<file path="src/hdl/kct_pkg.sv">
`timescale 1ns / 1ps
`default_nettype none

package kct_pkg;

    typedef enum logic [2:0] {
        PH_IDLE   = 3'd0,
        PH_ENTER  = 3'd1,
        PH_READY  = 3'd2,
        PH_RUN    = 3'd3,
        PH_PAUSE  = 3'd4,
        PH_TIMEUP = 3'd5
    } phase_t;

    typedef enum logic [1:0] {
        STEP_MINUTE = 2'd0,
        STEP_TENS   = 2'd1,
        STEP_ONES   = 2'd2
    } entry_step_t;

    typedef enum logic [0:0] {
        OP_KEY  = 1'b0,
        OP_TICK = 1'b1
    } op_t;

    // keypad positions, row*4+col on 123A 456B 789C *0#D
    localparam logic [3:0] KEY_POS_A = 4'd3;
    localparam logic [3:0] KEY_POS_B = 4'd7;
    localparam logic [3:0] KEY_POS_D = 4'd15;

    localparam logic [3:0] DIGIT_MAX      = 4'd9;
    localparam logic [2:0] TENS_MAX       = 3'd5;
    localparam logic [3:0] TENS_ENTRY_MAX = 4'd5;

    typedef struct packed {
        phase_t      phase;
        entry_step_t step;
        logic [3:0]  minute;
        logic [2:0]  tens;
        logic [3:0]  ones;
        logic        alarm;
    } timer_state_t;

    typedef struct packed {
        logic       is_digit;
        logic [3:0] value;
    } key_digit_t;

    function automatic key_digit_t decode_digit(input logic [3:0] pos);
        key_digit_t d;
        d.is_digit = 1'b1;
        case (pos)
            4'd0:    d.value = 4'd1;
            4'd1:    d.value = 4'd2;
            4'd2:    d.value = 4'd3;
            4'd4:    d.value = 4'd4;
            4'd5:    d.value = 4'd5;
            4'd6:    d.value = 4'd6;
            4'd8:    d.value = 4'd7;
            4'd9:    d.value = 4'd8;
            4'd10:   d.value = 4'd9;
            4'd13:   d.value = 4'd0;
            default:
            begin
                d.is_digit = 1'b0;
                d.value    = 4'd0;
            end
        endcase
        return d;
    endfunction

endpackage

`default_nettype wire

</file>
<file path="src/hdl/kct_step.sv">
`timescale 1ns / 1ps
`default_nettype none

module kct_step
    import kct_pkg::*;
(
    input  timer_state_t cur,
    input  logic         operation,
    input  logic [3:0]   key_position,
    output timer_state_t nxt
);

    key_digit_t dig;

    always_comb
    begin
        dig = decode_digit(key_position);
        nxt = cur;
        if (operation == OP_TICK)
        begin
            if (cur.phase == PH_RUN)
            begin
                if (cur.minute == 4'd0 && cur.tens == 3'd0 && cur.ones == 4'd0)
                begin
                    nxt.phase = PH_TIMEUP;
                    nxt.alarm = 1'b1;
                end
                else if (cur.ones != 4'd0)
                begin
                    nxt.ones = cur.ones - 4'd1;
                end
                else
                begin
                    // borrow from tens, then from minutes
                    nxt.ones = DIGIT_MAX;
                    if (cur.tens != 3'd0)
                    begin
                        nxt.tens = cur.tens - 3'd1;
                    end
                    else
                    begin
                        nxt.tens   = TENS_MAX;
                        nxt.minute = cur.minute - 4'd1;
                    end
                end
            end
        end
        else if (key_position == KEY_POS_D)
        begin
            nxt.phase = PH_ENTER;
            nxt.step  = STEP_MINUTE;
            nxt.alarm = 1'b0;
        end
        else
        begin
            case (cur.phase)
                PH_ENTER:
                begin
                    case (cur.step)
                        STEP_MINUTE:
                        begin
                            if (dig.is_digit)
                            begin
                                nxt.minute = dig.value;
                                nxt.step   = STEP_TENS;
                            end
                        end
                        STEP_TENS:
                        begin
                            if (dig.is_digit && dig.value <= TENS_ENTRY_MAX)
                            begin
                                nxt.tens = dig.value[2:0];
                                nxt.step = STEP_ONES;
                            end
                        end
                        default:
                        begin
                            if (dig.is_digit)
                            begin
                                nxt.ones  = dig.value;
                                nxt.step  = STEP_MINUTE;
                                nxt.phase = PH_READY;
                            end
                        end
                    endcase
                end
                PH_READY, PH_PAUSE:
                begin
                    if (key_position == KEY_POS_A)
                    begin
                        nxt.phase = PH_RUN;
                    end
                end
                PH_RUN:
                begin
                    if (key_position == KEY_POS_B)
                    begin
                        nxt.phase = PH_PAUSE;
                    end
                end
                default:
                begin
                    nxt = cur;
                end
            endcase
        end
    end

endmodule

`default_nettype wire

</file>
<file path="src/hdl/keypad_countdown_timer.sv">
// Keypad countdown timer, m:ss in BCD digits.
// Items pass the input register, then a single pass of next-state logic into the result register.
// Throughput: one item per cycle unless out_stall holds back a full result register.
// in_stall rises only while the result register is full and out_stall holds it.
// Reset (rst_n low, asynchronous): state phase idle, time 0:00, entry at minute, alarm off.
`timescale 1ns / 1ps
`default_nettype none

module keypad_countdown_timer
    import kct_pkg::*;
(
    input  wire logic       clk,
    input  wire logic       rst_n,
    input  wire logic       in_valid,
    output logic            in_stall,
    input  wire logic       operation,
    input  wire logic [3:0] key_position,
    output logic            out_valid,
    input  wire logic       out_stall,
    output logic [3:0]      minutes,
    output logic [2:0]      seconds_tens,
    output logic [3:0]      seconds_ones,
    output logic [2:0]      phase,
    output logic [1:0]      entry_step,
    output logic            alarm_led
);

    logic         in_full_reg;
    logic         op_reg;
    logic [3:0]   key_reg;
    logic         out_full_reg;
    timer_state_t state_reg;
    timer_state_t state_next;
    logic [3:0]   minutes_reg;
    logic [2:0]   tens_reg;
    logic [3:0]   ones_reg;
    logic [2:0]   phase_reg;
    logic [1:0]   step_reg;
    logic         alarm_reg;
    logic         advance;

    // move the held item into the result register when that slot frees up
    assign advance  = in_full_reg && (!out_full_reg || !out_stall);
    assign in_stall = in_full_reg && !advance;

    kct_step u_step (
        .cur          (state_reg),
        .operation    (op_reg),
        .key_position (key_reg),
        .nxt          (state_next)
    );

    always_ff @(posedge clk or negedge rst_n)
    begin
        if (!rst_n)
        begin
            in_full_reg  <= 1'b0;
            out_full_reg <= 1'b0;
            state_reg    <= '{phase: PH_IDLE, step: STEP_MINUTE, minute: 4'd0,
                              tens: 3'd0, ones: 4'd0, alarm: 1'b0};
        end
        else
        begin
            if (in_valid && !in_stall)
            begin
                in_full_reg <= 1'b1;
            end
            else if (advance)
            begin
                in_full_reg <= 1'b0;
            end

            if (advance)
            begin
                out_full_reg <= 1'b1;
                state_reg    <= state_next;
            end
            else if (!out_stall)
            begin
                out_full_reg <= 1'b0;
            end
        end
    end

    always_ff @(posedge clk)
    begin
        if (in_valid && !in_stall)
        begin
            op_reg  <= operation;
            key_reg <= key_position;
        end
        if (advance)
        begin
            minutes_reg <= state_next.minute;
            tens_reg    <= state_next.tens;
            ones_reg    <= state_next.ones;
            phase_reg   <= state_next.phase;
            step_reg    <= (state_next.phase == PH_ENTER) ? state_next.step : STEP_MINUTE;
            alarm_reg   <= state_next.alarm;
        end
    end

    assign out_valid    = out_full_reg;
    assign minutes      = minutes_reg;
    assign seconds_tens = tens_reg;
    assign seconds_ones = ones_reg;
    assign phase        = phase_reg;
    assign entry_step   = step_reg;
    assign alarm_led    = alarm_reg;

endmodule

`default_nettype wire

</file>
<file path="config.mk">
export PLATFORM = sky130hd
export DESIGN_NAME = keypad_countdown_timer
export DESIGN_NICKNAME = d
export VERILOG_FILES = /design/src/hdl/kct_pkg.sv /design/src/hdl/kct_step.sv /design/src/hdl/keypad_countdown_timer.sv
export SDC_FILE = /design/constraint.sdc
export NUM_CORES = 1
export LEC_CHECK = 0
export BUFFER_PORTS_ARGS = -buffer_cell sky130_fd_sc_hd__buf_2
export CAP_MARGIN = 20
export CORE_MARGIN = 1
export CORE_UTILIZATION = 41
export DETAILED_ROUTE_END_ITERATION = 6
export REMOVE_ABC_BUFFERS = 1
export SLEW_MARGIN = 40
export SYNTH_ARGS = -nofsm -noshare
export SYNTH_HDL_FRONTEND = slang
export SYNTH_SLANG_ARGS = --single-unit
</file>
<file path="constraint.sdc">
create_clock -name clk -period 5.38 [get_ports clk]
set_clock_uncertainty 0.05 [all_clocks]
set_input_delay 0 -clock clk [delete_from_list [all_inputs] [get_ports clk]]
set_output_delay 0 -clock clk [all_outputs]
set_load 0.02 [all_outputs]
</file>
==> results of run 1 <==
## layout make-up
type                            instances  area, µm²
Clock buffer                            5       68.8
Clock inverter                          3       12.5
Fill cell                             578       3120
Inverter                                7       26.3
Multi-Input combinational cell        187       1360
Sequential cell                        41       1140
Tap cell                               75       93.8
Timing Repair Buffer                   38        240
## cell usage in the layout (no fill, tap or decap), types with 4 or more instances in the layout
cell                            instances
sky130_fd_sc_hd__buf_2                 27
sky130_fd_sc_hd__edfxtp_1              22
sky130_fd_sc_hd__nand2_1               21
sky130_fd_sc_hd__dfrtp_1               19
sky130_fd_sc_hd__nor2_1                18
sky130_fd_sc_hd__a21oi_1               15
sky130_fd_sc_hd__mux2i_1                9
sky130_fd_sc_hd__o21ai_0                9
sky130_fd_sc_hd__dlygate4sd3_1          9
sky130_fd_sc_hd__o21ai_1                8
sky130_fd_sc_hd__nand3_1                7
sky130_fd_sc_hd__inv_1                  6
sky130_fd_sc_hd__a31oi_1                6
sky130_fd_sc_hd__nor3b_1                5
sky130_fd_sc_hd__a211oi_1               5
sky130_fd_sc_hd__nand2b_1               5
sky130_fd_sc_hd__clkbuf_8               5
sky130_fd_sc_hd__nor3_1                 4
sky130_fd_sc_hd__mux2_2                 4
## cell families (layout without fill, tap and decap cells)
logic type      after synthesis  after routing  synth area share [%]
xor+xnor                      4              4                  1.33
simple gates                 98             98                  25.6
buf+inv                      25             53                  5.00
mux                          13             13                  5.15
compound gates               69             69                  18.2
flops                        41             41                  43.3
fa+ha+maj                     3              3                  1.43
## per-stage QoR
stage	hold slack [ns]	worst slack [ns]	area (µm²)
finish	0.152	2.80	2940
global route	0.198	2.48	2940
CTS	0.162	2.79	2940
detailed placement	-0.0473	2.78	2770
global placement	-0.0523	2.89	2770
floorplan	-0.346	2.97	2520
## power groups by stage
stage          Clock [mW]  Combinational, mW  Sequential [mW]
6_report            0.193              0.437            0.526
5_1_grt             0.217              0.488            0.542
4_1_cts             0.203              0.439            0.524
3_5_place_dp            0              0.434            0.530
3_3_place_gp            0              0.426            0.528
2_1_floorplan           0              0.297            0.546
## routing by layer
metal / vias up / wire length, µm / GRT usage, %
li1: 1027 / - / -
met1: 995 / 2780 / 26.8
met2: 42 / 2820 / 30.6
met3: 5 / 239 / 4.00
met4: 0 / 61 / 6.32
met5: - / 0 / 0
## path summary, 6_finish.rpt
check / to / slack [ns] / start / depth (start not counted)
setup / recovery: state_reg[8] / 2.80 / out_valid / 6
hold / removal: state_reg[2] / 0.15 / rst_n / 2
setup reg to reg: state_reg[8] / 2.80 / out_valid / 6
hold reg to reg: out_valid / 0.45 / in_full_reg / 1
max in group asynchronous: state_reg[14] / 4.79 / rst_n / 2
min in group clk: op_reg / 0.36 / operation / 2
## worst max-delay path: cells and delay by family, from the launching register on
kind / cells / cell delay (ns)
AOI/OAI and AO/OA: 2 / 0.37
DFF: 1 / 0.37
buffers and inverters: 2 / 1.09
and+or+nand+nor: 2 / 0.56
==> out/summary.log, run 1 <==
qor: outcome.run_status complete, no violations
qor: logic_synthesis.avgSynthCellArea 10.4 µm²
qor: critical_path.slowest_stage sky130_fd_sc_hd__clkinv_1
qor: clock_tree.cts_hold_repair.buffers 9
qor: floorplanning.io_pins 28
qor: logic_synthesis.synth_top_cell_area_share 25.2%
qor: logic_synthesis.yosys_warnings 0
qor: floorplanning.die_h 82.0 µm
qor: sta.worst_slew_pin_slew 0.650 ns
qor: final_layout.largest_register_ffs 17
qor: logic_synthesis.synth_area_leader_cell sky130_fd_sc_hd__edfxtp_1
qor: power_and_ir_drop.netSwitchingFraction 39.4%
qor: floorplanning.die_width 82.0 µm
qor: routing.detailroute.via_count 2,069
qor: clock_tree.cts_root_buf sky130_fd_sc_hd__clkbuf_8
qor: power_and_ir_drop.p_per_area 394 mW/mm²
qor: critical_path.crit_path_max_incr_delay 0.67 ns
qor: final_layout.finish.net_count 292
qor: logic_synthesis.synth.cells.most_frequent 22 x sky130_fd_sc_hd__edfxtp_1, 21 x sky130_fd_sc_hd__nand2_1, 19 x sky130_fd_sc_hd__dfrtp_1, 18 x sky130_fd_sc_hd__nor2_1, 15 x sky130_fd_sc_hd__a21oi_1
qor: clock_tree.clock_latency_reported_for_the_late_side_of_the_worst_skew_pair 0.29 ns
qor: logic_synthesis.ys_async_sr_fraction 46.3%
qor: routing.post-route-drc-count 0
qor: routing.wirelength_per_cell 16.6 µm
qor: clock_tree.h-tree-depth 2
qor: placement.hpwl 4110 µm
qor: logic_synthesis.post_synth_instance_area 0.00263 mm²
qor: placement.placed_cells_incl_taps 339
qor: power_and_ir_drop.sequential_share_of_power 45.5%
qor: power_and_ir_drop.worst_ir_drop_vdd 0.187 mV
qor: logic_synthesis.top_post_synthesis_cells_by_area sky130_fd_sc_hd__edfxtp_1 25%, sky130_fd_sc_hd__dfrtp_1 18%, sky130_fd_sc_hd__mux2i_1 3.4%
qor: sta.timing.slew.headroom 56.6%
qor: flow_run.cap_viol_max_count 0
qor: critical_path.critical_path.startpoint_type register
qor: routing.route.antenna.remaining_nets 0
qor: floorplanning.placementRows 28
qor: critical_path.end_kind register
qor: logic_synthesis.synth-seq-area-share 43.3%
qor: routing.via_per_inst 5.81
qor: critical_path.worst_ep_arrival_time 2.68 ns
qor: logic_synthesis.yosys_register_bits 41
qor: critical_path.critical-path-top-cell-by-count sky130_fd_sc_hd__nand2_1
qor: logic_synthesis.synth_enable_flop_cells 22
qor: placement.io_buffer_count 27
qor: floorplanning.core-area 0.00606 mm²
qor: sta.final_critical_period 2.58 ns
qor: global_route.first_pass_grt_wire_length 9720 µm
qor: sta.layout_worst_path_cycle_share 48.0%
qor: power_and_ir_drop.power_leakage 1.11 nW
qor: critical_path.critical_path.cell_chain nand2_1 > nand2_1 > clkinv_1 > buf_4 > a32oi_1 > o221ai_1
qor: clock_tree.cts_setup_buffers 0
qor: final_layout.antenna_cells 0
qor: placement.place.gp.congestion 0.820
qor: power_and_ir_drop.clkPwrFrac 16.7%
qor: clock_tree.clock-sinks 41
qor: worst_hold_path.min-delay-path-class in2async
qor: logic_synthesis.yosys.cell_types.count 68
qor: critical_path.critPathRequiredTime 5.48 ns
qor: critical_path.worstPathMaxFanout 20
qor: power_and_ir_drop.design_power_total 1.16 mW
qor: clock_tree.cts.path.max_buffers 2
qor: clock_tree.cts.repair.resized 0
qor: critical_path.timing_worst_setup_path_type reg2reg
qor: logic_synthesis.synth-main-ff-cell sky130_fd_sc_hd__edfxtp_1
qor: power_and_ir_drop.power.combinational.fraction 37.8%
qor: clock_tree.numCtsBuffers 5
qor: global_route.gr-usage-all-layers 19.5%
qor: sta.drv_slew 0
qor: global_route.grt_max_degree 38
qor: sta.report.final.setup_viol 0
qor: final_layout.final_util 48.5%
qor: routing.totalWireLength 5900 µm
qor: sta.rsz0062_at_grt false
qor: global_route.first_global_vias 1,889
qor: clock_tree.clkTransAtPathRegs 0.08 ns
qor: final_layout.layout-drive-gt1-share 21.4%
qor: clock_tree.tritoncts yes
qor: final_layout.layout-area-overhead-vs-synth 11.8%
qor: global_route.globalRouteOverflowTotal 0
qor: sta.maxClockFrequency 387 MHz
qor: global_route.antenna_found_initial 0
qor: final_layout.finalNonFillerCells 356
qor: floorplanning.initial_core_util 43.3%
qor: routing.drtPass1Iterations 4
qor: floorplanning.die-area 0.00673 mm²
qor: sta.hold_violations 0
qor: power_and_ir_drop.p_switching 0.455 mW
qor: logic_synthesis.synth.most_common_cell sky130_fd_sc_hd__edfxtp_1
qor: power_and_ir_drop.internal_dissipation 0.701 mW
qor: sta.fin_tns_setup 0 ns
qor: logic_synthesis.synth_cells 253
qor: routing.initialDrtViolationCount 162
No activity file was read; power rests on OpenSTA's default activity.
==> run 2: changes to the inputs <==
==> constraint.sdc (replaced) <==
create_clock -name clk -period 2.7 [get_ports clk]
set_clock_uncertainty 0.05 [all_clocks]
set_input_delay 0 -clock clk [delete_from_list [all_inputs] [get_ports clk]]
set_output_delay 0 -clock clk [all_outputs]
set_load 0.02 [all_outputs]
==> run 2 against run 1 <==
Global-route usage is 0.28 points lower. Non-clock buffer count grew 4. Register-to-register slack got worse by 2.4 ns. Sequential cell count unchanged. Setup slack worse by 2.4 ns. First-iteration DRC count decreased by 26%. Core utilization rose by 0.50 points. Final area is 1.0% higher. Critical path depth grew 1. Wire length is 1.8% lower. Critical path type unchanged. Largest power group unchanged. Highest routed layer unchanged.
==> out/summary.log, run 2 (same netlist as run 1, synthesis figures left out) <==
qor: critical_path.worstPathMaxFanout 7
qor: clock_tree.clock_latency_reported_for_the_late_side_of_the_worst_skew_pair 0.29 ns
qor: critical_path.critical_path.startpoint_type register
qor: routing.totalWireLength 5790 µm
qor: final_layout.final_util 48.9%
qor: clock_tree.cts.repair.resized 0
qor: final_layout.finish.net_count 296
qor: sta.rsz0062_at_grt false
qor: sta.hold_violations 0
qor: routing.via_per_inst 5.76
qor: clock_tree.tritoncts yes
qor: routing.route.antenna.remaining_nets 0
qor: critical_path.critPathRequiredTime 2.70 ns
qor: worst_hold_path.min-delay-path-class in2async
qor: global_route.grt_max_degree 37
qor: floorplanning.initial_core_util 43.3%
qor: sta.timing.slew.headroom 64.1%
qor: routing.post-route-drc-count 0
qor: placement.hpwl 3960 µm
qor: sta.fin_tns_setup 0 ns
qor: critical_path.worst_ep_arrival_time 2.35 ns
qor: power_and_ir_drop.power_leakage 1.13 nW
qor: floorplanning.die_h 82.0 µm
qor: critical_path.r2r-start state_reg[5]
qor: critical_path.worstReg2RegEnd seconds_tens[2]
qor: critical_path.end_kind register
qor: clock_tree.numCtsBuffers 5
qor: clock_tree.cts.path.max_buffers 2
qor: floorplanning.die-area 0.00673 mm²
qor: critical_path.timing.reg2reg.worst_path_depth 7
qor: floorplanning.die_width 82.0 µm
qor: clock_tree.cts_hold_repair.buffers 9
qor: clock_tree.clkTransAtPathRegs 0.08 ns
qor: global_route.gr-usage-all-layers 19.3%
qor: power_and_ir_drop.p_per_area 783 mW/mm²
qor: clock_tree.h-tree-depth 2
qor: critical_path.timing_worst_setup_path_type reg2reg
qor: sta.layout_worst_path_cycle_share 86.8%
qor: clock_tree.cts_root_buf sky130_fd_sc_hd__clkbuf_8
qor: final_layout.largest_register_ffs 17
qor: global_route.antenna_found_initial 0
qor: clock_tree.clock-sinks 41
qor: floorplanning.placementRows 28
qor: routing.initialDrtViolationCount 120
qor: final_layout.layout-drive-gt1-share 22.5%
qor: sta.final_critical_period 2.34 ns
qor: placement.place.gp.congestion 0.786
qor: power_and_ir_drop.worst_ir_drop_vdd 0.306 mV
qor: critical_path.regToRegSetupSlack 0.36 ns
qor: sta.drv_slew 0
qor: sta.maxClockFrequency 427 MHz
qor: global_route.globalRouteOverflowTotal 0
qor: sta.worst_slew_pin_slew 0.534 ns
qor: outcome.run_status complete, no violations
qor: routing.drtPass1Iterations 4
qor: routing.detailroute.via_count 2,074
qor: global_route.first_global_vias 1,940
qor: critical_path.cp-startpoint state_reg[5]
qor: placement.io_buffer_count 27
qor: global_route.first_pass_grt_wire_length 9720 µm
qor: final_layout.mostFrequentLayoutCells 27 x sky130_fd_sc_hd__buf_2, 22 x sky130_fd_sc_hd__edfxtp_1, 21 x sky130_fd_sc_hd__nand2_1
qor: routing.wirelength_per_cell 16.1 µm
qor: floorplanning.core-area 0.00606 mm²
qor: floorplanning.io_pins 28
qor: flow_run.cap_viol_max_count 0
qor: clock_tree.cts_setup_buffers 0
qor: final_layout.antenna_cells 0
qor: sta.report.final.setup_viol 0
qor: critical_path.critPathCapture seconds_tens[2]
qor: final_layout.layout-area-overhead-vs-synth 13.0%
qor: final_layout.layout_commonest_cell sky130_fd_sc_hd__buf_2
run 2: cell types whose count changed in the layout (fill, tap and decap cells not counted), sizes merged:
cell,change
buf,+4
run 2: layout make-up:
class                   count  area, µm²
clock buffers               5       68.8
well taps                  75       93.8
multi-input cells         187       1360
clock inverters             3       12.5
inverters                   7       26.3
repair buffers             42        270
fillers                   573       3090
flip-flops and latches     41       1140
run 2: worst min-delay path by stage:
stage / endpoint / from / slack, ns / cells past startpoint
global placement: state_reg[8] / rst_n / -0.06 / 1
finish: state_reg[10] / rst_n / 0.15 / 2
detailed placement: state_reg[9] / rst_n / -0.05 / 1
CTS: state_reg[6] / rst_n / 0.16 / 2
floorplan: in_full_reg / rst_n / -0.35 / 0
global route: state_reg[5] / rst_n / 0.18 / 2
run 2: power by group:
group	leakage [nW]	internal, mW	switching (mW)
clock	0.0430	0.174	0.211
combinational	0.653	0.401	0.518
sequential	0.438	0.841	0.177
run 2: routing by layer:
layer  GRT usage, %  up-vias  share of wire [%]
met5              0        -                  0
met4           5.79        0                1.2
met3           3.78        6                5.2
met2           30.6       59                 46
met1           26.3      983                 48
li1               -     1026                  -
run 2: critical path, cell delays in order (launching register included):
cell	delay (ns)
sky130_fd_sc_hd__dfrtp_1	0.45
sky130_fd_sc_hd__nor2_1	0.21
sky130_fd_sc_hd__ha_1	0.26
sky130_fd_sc_hd__nand4bb_1	0.32
sky130_fd_sc_hd__and3_1	0.35
sky130_fd_sc_hd__nand2_1	0.11
sky130_fd_sc_hd__o22ai_1	0.10
sky130_fd_sc_hd__a31o_2	0.26
run 2: stage by stage:
| stage | hold WS (ns) | setup slack (ns) | instances | area [µm²] | power (mW) |
|---|---|---|---|---|---|
| after floorplan | -0.346 | 0.286 | 235 | 2520 | 1.68 |
| after global placement | -0.0579 | 0.487 | 343 | 2800 | 1.92 |
| after detailed placement | -0.0538 | 0.401 | 343 | 2800 | 1.94 |
| after CTS | 0.163 | 0.389 | 360 | 2970 | 2.34 |
| after global routing | 0.183 | 0.206 | 360 | 2970 | 2.50 |
| final | 0.148 | 0.356 | 360 | 2970 | 2.32 |
